<file path="src/rtl/fys_pkg.sv">
// Package for the Fisher-Yates shuffle step block: widths, types, constants
// and the deck count clamp. No dependencies.
`timescale 1ns / 1ps
`default_nettype none

package fys_pkg;

    localparam int DECK_SLOTS = 64;
    localparam int POS_W      = $clog2(DECK_SLOTS);
    localparam int CARD_W     = 6;
    localparam int COUNT_W    = 7;
    localparam int WORD_W     = 32;
    localparam int DIV_STEP   = 8;
    localparam int DIV_CYCLES = WORD_W / DIV_STEP;
    localparam int DIV_CNT_W  = $clog2(DIV_CYCLES);

    typedef logic [POS_W-1:0]   pos_t;
    typedef logic [CARD_W-1:0]  card_t;
    typedef logic [COUNT_W-1:0] count_t;
    typedef logic [WORD_W-1:0]  word_t;

    localparam count_t COUNT_RESET = count_t'(52);
    localparam count_t COUNT_MIN   = count_t'(2);
    localparam count_t COUNT_MAX   = count_t'(DECK_SLOTS);

    function automatic count_t eff_count(input count_t c);
        count_t n;
        n = c;
        if (n < COUNT_MIN)
        begin
            n = COUNT_MIN;
        end
        if (n > COUNT_MAX)
        begin
            n = COUNT_MAX;
        end
        return n;
    endfunction

endpackage

`default_nettype wire

</file>
<file path="src/rtl/fys_channels.sv">
// Valid/ready channel interfaces of the shuffle step block: random words in,
// step results out, deck count writes. Depends on fys_pkg.
`timescale 1ns / 1ps
`default_nettype none

interface fys_word_if;
    import fys_pkg::*;
    logic  valid;
    logic  ready;
    word_t random_word;
    modport source (output valid, output random_word, input ready);
    modport sink (input valid, input random_word, output ready);
endinterface

interface fys_step_if;
    import fys_pkg::*;
    logic  valid;
    logic  ready;
    pos_t  position;
    card_t card;
    logic  pass_done;
    modport source (output valid, output position, output card, output pass_done, input ready);
    modport sink (input valid, input position, input card, input pass_done, output ready);
endinterface

interface fys_cfg_if;
    import fys_pkg::*;
    logic   valid;
    logic   ready;
    count_t deck_count;
    modport source (output valid, output deck_count, input ready);
    modport sink (input valid, input deck_count, output ready);
endinterface

`default_nettype wire

</file>
<file path="src/rtl/fisher_yates_shuffle_step.sv">
// Top level of the Fisher-Yates shuffle step block.
// Depends on fys_pkg and the channel interfaces in fys_channels.sv.
//
// Each random word beat fixes one deck position: the partner index comes from
// the word modulo the cards left, then the two deck entries swap and the new
// card at the position goes out as one result beat. A word is taken in idle,
// then passes through the remainder unit (8 quotient bits a cycle), a read of
// both entries from the deck memory and the two writes of the swap through its
// single write port; no new word is taken until the step is back in idle. The
// result sits in an output register, so the next word is taken while it waits;
// a result still waiting when the next step reaches its last write holds it
// there. The deck needs no clearing pass: per-entry valid bits make unwritten
// entries read as identity order right after reset. A deck_count write is
// taken only when no step is running and no result waits, and a waiting write
// holds off new words; it returns the position to 0 and keeps the deck.
`timescale 1ns / 1ps
`default_nettype none

module fisher_yates_shuffle_step
(
    input  logic       clk,
    input  logic       rst_n,
    fys_cfg_if.sink    cfg,
    fys_word_if.sink   words,
    fys_step_if.source steps
);
    import fys_pkg::*;

    localparam logic [2:0] S_IDLE = 3'd0;
    localparam logic [2:0] S_DIV  = 3'd1;
    localparam logic [2:0] S_RD   = 3'd2;
    localparam logic [2:0] S_WRI  = 3'd3;
    localparam logic [2:0] S_WRJ  = 3'd4;

    logic [2:0]           state_reg;
    logic [2:0]           state_next;
    count_t               count_reg;
    pos_t                 pos_reg;
    logic [DIV_CNT_W-1:0] div_cnt_reg;
    word_t                dvd_reg;
    count_t               rem_reg;
    count_t               dsr_reg;
    pos_t                 i_reg;
    pos_t                 j_reg;
    logic                 last_reg;

    card_t                mem [DECK_SLOTS];
    logic [DECK_SLOTS-1:0] vld_reg;
    card_t                rdi_reg;
    card_t                rdj_reg;
    logic                 vldi_reg;
    logic                 vldj_reg;

    logic                 out_valid_reg;
    pos_t                 out_pos_reg;
    card_t                out_card_reg;
    logic                 out_done_reg;

    count_t               n_eff;
    pos_t                 i_cur;
    pos_t                 j_cur;
    count_t               rem_step;
    card_t                di;
    card_t                dj;
    logic                 mem_we;
    pos_t                 mem_waddr;
    card_t                mem_wdata;
    logic                 out_free;
    logic                 accept;

    assign cfg.ready       = (state_reg == S_IDLE) && !out_valid_reg;
    assign words.ready     = (state_reg == S_IDLE) && !cfg.valid;
    assign accept          = words.valid && words.ready;
    assign steps.valid     = out_valid_reg;
    assign steps.position  = out_pos_reg;
    assign steps.card      = out_card_reg;
    assign steps.pass_done = out_done_reg;

    assign n_eff    = eff_count(count_reg);
    assign i_cur    = ({1'b0, pos_reg} >= n_eff) ? '0 : pos_reg;
    assign j_cur    = i_reg + rem_reg[POS_W-1:0];
    assign di       = vldi_reg ? rdi_reg : card_t'(i_reg);
    assign dj       = vldj_reg ? rdj_reg : card_t'(j_reg);
    assign out_free = !out_valid_reg || steps.ready;

    assign mem_we    = (state_reg == S_WRI) || (state_reg == S_WRJ);
    assign mem_waddr = (state_reg == S_WRI) ? i_reg : j_reg;
    assign mem_wdata = (state_reg == S_WRI) ? dj : di;

    always_comb
    begin
        rem_step = rem_reg;
        for (int k = 0; k < DIV_STEP; k++)
        begin
            rem_step = {rem_step[COUNT_W-2:0], dvd_reg[WORD_W-1-k]};
            if (rem_step >= dsr_reg)
            begin
                rem_step = rem_step - dsr_reg;
            end
        end
    end

    always_comb
    begin
        state_next = state_reg;
        unique case (state_reg)
            S_IDLE:
            begin
                if (accept)
                begin
                    state_next = S_DIV;
                end
            end
            S_DIV:
            begin
                if (div_cnt_reg == DIV_CNT_W'(DIV_CYCLES - 1))
                begin
                    state_next = S_RD;
                end
            end
            S_RD:
            begin
                state_next = S_WRI;
            end
            S_WRI:
            begin
                state_next = S_WRJ;
            end
            S_WRJ:
            begin
                if (out_free)
                begin
                    state_next = S_IDLE;
                end
            end
            default:
            begin
                state_next = S_IDLE;
            end
        endcase
    end

    always_ff @(posedge clk or negedge rst_n)
    begin
        if (!rst_n)
        begin
            state_reg     <= S_IDLE;
            count_reg     <= COUNT_RESET;
            pos_reg       <= '0;
            div_cnt_reg   <= '0;
            out_valid_reg <= 1'b0;
            vld_reg       <= '0;
        end
        else
        begin
            state_reg <= state_next;
            if (cfg.valid && cfg.ready)
            begin
                count_reg <= cfg.deck_count;
                pos_reg   <= '0;
            end
            if (accept)
            begin
                div_cnt_reg <= '0;
            end
            else if (state_reg == S_DIV)
            begin
                div_cnt_reg <= div_cnt_reg + DIV_CNT_W'(1);
            end
            if (mem_we)
            begin
                vld_reg[mem_waddr] <= 1'b1;
            end
            if (state_reg == S_WRJ && out_free)
            begin
                out_valid_reg <= 1'b1;
                pos_reg       <= last_reg ? '0 : i_reg + POS_W'(1);
            end
            else if (steps.ready)
            begin
                out_valid_reg <= 1'b0;
            end
        end
    end

    always_ff @(posedge clk)
    begin
        if (accept)
        begin
            i_reg    <= i_cur;
            dsr_reg  <= n_eff - {1'b0, i_cur};
            rem_reg  <= '0;
            dvd_reg  <= words.random_word;
            last_reg <= ({1'b0, i_cur} + count_t'(1)) >= n_eff;
        end
        else if (state_reg == S_DIV)
        begin
            rem_reg <= rem_step;
            dvd_reg <= dvd_reg << DIV_STEP;
        end
        if (state_reg == S_RD)
        begin
            j_reg <= j_cur;
        end
        if (state_reg == S_WRJ && out_free)
        begin
            out_pos_reg  <= i_reg;
            out_card_reg <= dj;
            out_done_reg <= last_reg;
        end
    end

    always_ff @(posedge clk)
    begin
        if (mem_we)
        begin
            mem[mem_waddr] <= mem_wdata;
        end
        if (state_reg == S_RD)
        begin
            rdi_reg  <= mem[i_reg];
            rdj_reg  <= mem[j_cur];
            vldi_reg <= vld_reg[i_reg];
            vldj_reg <= vld_reg[j_cur];
        end
    end

endmodule

`default_nettype wire

</file>
<file path="src/flat_wrapper.sv">
// flat-port wrapper written by rule: the top's interface ports become plain ports
module fisher_yates_shuffle_step_flat import fys_pkg::*;
  (clk, rst_n, cfg_valid, cfg_deck_count, cfg_ready, words_valid, words_random_word, words_ready, steps_valid, steps_position, steps_card, steps_pass_done, steps_ready);
  fys_cfg_if cfg_i ();
  fys_word_if words_i ();
  fys_step_if steps_i ();
  input  logic clk;
  input  logic rst_n;
  input wire logic [$bits(cfg_i.valid)-1:0] cfg_valid;
  input wire logic [$bits(cfg_i.deck_count)-1:0] cfg_deck_count;
  output wire logic [$bits(cfg_i.ready)-1:0] cfg_ready;
  input wire logic [$bits(words_i.valid)-1:0] words_valid;
  input wire logic [$bits(words_i.random_word)-1:0] words_random_word;
  output wire logic [$bits(words_i.ready)-1:0] words_ready;
  output wire logic [$bits(steps_i.valid)-1:0] steps_valid;
  output wire logic [$bits(steps_i.position)-1:0] steps_position;
  output wire logic [$bits(steps_i.card)-1:0] steps_card;
  output wire logic [$bits(steps_i.pass_done)-1:0] steps_pass_done;
  input wire logic [$bits(steps_i.ready)-1:0] steps_ready;
  assign cfg_i.valid = cfg_valid;
  assign cfg_i.deck_count = cfg_deck_count;
  assign cfg_ready = cfg_i.ready;
  assign words_i.valid = words_valid;
  assign words_i.random_word = words_random_word;
  assign words_ready = words_i.ready;
  assign steps_valid = steps_i.valid;
  assign steps_position = steps_i.position;
  assign steps_card = steps_i.card;
  assign steps_pass_done = steps_i.pass_done;
  assign steps_i.ready = steps_ready;
  fisher_yates_shuffle_step u_core (.clk(clk), .rst_n(rst_n), .cfg(cfg_i), .words(words_i), .steps(steps_i));
endmodule
</file>
<file path="config.mk">
export PLATFORM = sky130hd
export DESIGN_NAME = fisher_yates_shuffle_step_flat
export DESIGN_NICKNAME = d
export VERILOG_FILES = /design/src/rtl/fys_pkg.sv /design/src/rtl/fys_channels.sv /design/src/rtl/fisher_yates_shuffle_step.sv /design/src/flat_wrapper.sv
export SDC_FILE = /design/constraint.sdc
export NUM_CORES = 1
export LEC_CHECK = 0
export ABC_AREA = 1
export BUFFER_PORTS_ARGS = -buffer_cell sky130_fd_sc_hd__buf_2
export CAP_MARGIN = 20
export CORE_ASPECT_RATIO = 1.25
export CORE_UTILIZATION = 25
export CTS_CLUSTER_DIAMETER = 80
export DETAILED_ROUTE_END_ITERATION = 10
export PLACE_DENSITY = 0.47
export SETUP_SLACK_MARGIN = 0.2
export SLEW_MARGIN = 15
export SYNTH_ARGS = -nofsm -noshare
export SYNTH_HDL_FRONTEND = slang
export SYNTH_SLANG_ARGS = --single-unit
</file>
<file path="constraint.sdc">
create_clock -name clk -period 15.3 [get_ports clk]
set_clock_uncertainty 0.1 [all_clocks]
set_input_delay 1.53 -clock clk [delete_from_list [all_inputs] [get_ports clk]]
set_output_delay 1.53 -clock clk [all_outputs]
set_load 0.02 [all_outputs]
</file>
==> impl_metrics.tcl <==
set metrics [dict create \
    outcome "finished clean" \
    hold_viol 0 \
    post_cts.repair.setup_buffers 0 \
    first_global_vias 24100 \
    cts-resized-gates 0 \
    final_nets 3334 \
    ys.flop_type "edfxtp_1" \
    final_cell_mix "o21ai_0, nor2_1, edfxtp_1" \
    htreeDepth 2 \
    synthAdderAreaFrac_pct 4.17 \
    cpMaxStageDelayCell "edfxtp_1" \
    max_slew_margin_pct 22.9 \
    cts_hold_buf 0 \
    finalCriticalPeriod_ps 12310 \
    synth_top_family_by_area "compound AO/OA/AOI/OAI gates" \
    synth_seq_area_share_pct 54.2 \
    dp_hpwl_um 62800 \
    cts_buffers 57 \
    max_cap_viol_count 0 \
    utilization_pct 28.4 \
    cp_num_buf_inv 9 \
    rows 141 \
    core_area_um2 118000 \
    ys_seq_elements 552 \
    tritoncts "done" \
    worstSetupStartpointType "register" \
    timing.hold.worst.class "register to register" \
    stdcell_area_um2 33500 \
    num_vias 24400 \
    cp.arrival_ps 12720 \
    die_w_um 310 \
    ys_warn_count 0 \
    final.fill_count 12400 \
    grt_pass1_wl_um 154000 \
    grt_max_degree 152 \
    slowest_delay_ps 670 \
    dr.pass1.iters 8 \
    crit_top_cell "nand2_1" \
    cts-root-buf "clkbuf_16" \
    grt_usage_pct 17.0 \
    fmax_ghz 0.0812 \
    setup-tns-final_ps 0 \
    overflow 0 \
    cts_sinks 552 \
    synthesis.nets 3385 \
    synth_edf_count 463 \
    start_util_pct 25.2 \
    clk_pin_slew_worst_paths_ps 60 \
    yosys.area_share.simple_pct 15.5 \
    clock_latency_ps 660 \
    area_growth_pct 12.9 \
    crit_type "register to register" \
    yosys-mux-area-fraction_pct 0.228 \
    routed_wirelength_um 104000 \
    place_area_um2 31500 \
    synthCells 3248 \
    routed_via_density 5.05 \
    crit_family "simple AND/OR/NAND/NOR gates" \
    fin_crit_sh_pct 80.5 \
    drc 0 \
    final_common_cell "o21ai_0" \
    synth_compound_area_share_pct 19.2 \
    antenna_found_initial 4 \
    wl_per_cell_um 21.5 \
    setup_viol 0 \
    ios 60 \
    cp_max_fo 10 \
    ant_nets 0 \
    slew_violations 0 \
    syn_area_per_cell_um2 9.14 \
    cp.required_ps 15710 \
    gp_congestion 0.853 \
    largest_reg_flops 384 \
    io_buffers 59 \
    die_y_um 387 \
    cts_buffer_depth 3 \
    synth_cell_types 50 \
    dieArea_um2 120000 \
    drive_gt1_share_pct 8.26 \
    rsz0062_at_grt "no" \
    dr.first_iter.drc_count 2176 \
    worstMarginPinSlew_ps 1150 \
    crit_path_end_kind "register" \
    async_flop_share_pct 15.0 \
    fin_hold_ws_ps 377 \
    syn_area_um2 29700 \
    synth_xor_area_share_pct 1.21 \
]
-- per-layer routing --
layer / track usage [%] / share of wire [%]
met1: 20.9 / 41
met2: 29.6 / 50
met3: 2.02 / 5.4
met4: 6.94 / 3.7
met5: 0 / 0
-- final timing paths --
path                                     from                  to  slack, ps  cells past startpoint
setup / recovery            u_core.dsr_reg[1]   u_core.rem_reg[3]       2990                     63
setup reg to reg            u_core.dsr_reg[1]   u_core.rem_reg[3]       2990                     63
min in group asynchronous               rst_n   u_core.vld_reg[8]        830                      1
hold / removal             u_core.vld_reg[21]  u_core.vld_reg[21]        380                      2
hold reg to reg            u_core.vld_reg[21]  u_core.vld_reg[21]        380                      2
max in group asynchronous               rst_n  u_core.vld_reg[32]      13170                      2
-- logic make-up after synthesis --
family                     Yosys count
and+or+nand+nor                   1124
AOI/OAI and AO/OA                 1027
buffers and inverters              405
adders and majority gates           93
DFF                                552
xor gates and xnor gates            41
muxes                                6
-- worst register-to-register path: cells and delay by family, from the launching register on --
kind	cells	cell delay [ps]
buffers and inverters	9	1520
AO/OA/AOI/OAI	12	2790
flip-flops	1	670
adder cells (fa/ha/maj)	8	2640
AND/OR/NAND/NOR	34	4450
-- synth_stat cells (5+ instances only) --
| cell | instances | area [µm²] |
|---|---|---|
| o21ai_1 | 17 | 85.1 |
| nand2_1 | 379 | 1420 |
| inv_1 | 183 | 687 |
| fa_1 | 10 | 200 |
| nand2_2 | 9 | 56.3 |
| edfxtp_1 | 463 | 13900 |
| ha_1 | 83 | 1040 |
| xnor2_1 | 19 | 166 |
| buf_2 | 59 | 295 |
| a21o_1 | 5 | 37.5 |
| buf_1 | 19 | 71.3 |
| o211ai_1 | 30 | 225 |
| o221ai_1 | 51 | 447 |
| nor2_1 | 556 | 2090 |
| o21ai_2 | 6 | 52.6 |
| dfxtp_1 | 6 | 120 |
| inv_2 | 7 | 26.3 |
| a31oi_1 | 9 | 56.3 |
| clkinv_1 | 5 | 18.8 |
| clkbuf_1 | 125 | 469 |
| o21ai_0 | 620 | 3100 |
| nand4_1 | 9 | 56.3 |
| o31ai_1 | 9 | 67.6 |
| or2_1 | 33 | 206 |
| xor2_1 | 22 | 193 |
| nand3_1 | 88 | 440 |
| or2_2 | 19 | 119 |
| mux2_2 | 6 | 67.6 |
| a21oi_1 | 128 | 641 |
| nor3_1 | 12 | 60.1 |
| dfrtp_1 | 80 | 2000 |
| o22ai_1 | 136 | 851 |
-- stage by stage --
step           cells  worst slack (ps)
6_report        4821              2990
2_1_floorplan   3248              4950
3_3_place_gp    4710              3350
3_5_place_dp    4711              3150
4_1_cts         4818              3120
5_1_grt         4821              1610
-- cell type report --
class | count | area, µm² | area share (%)
clock inverters | 35 | 460 | 1.37
well taps | 1573 | 1970 | 5.87
multi-input cells | 2291 | 12100 | 36.0
flip-flops and latches | 552 | 16100 | 48.0
inverters | 195 | 744 | 2.22
repair buffers | 100 | 638 | 1.90
diodes | 3 | 7.51 | 0.0224
clock buffers | 72 | 1550 | 4.61
Power is left out: the tool's default activity adds up to more than one toggle a clock period on the data nets, which glitch-free logic cannot reach.
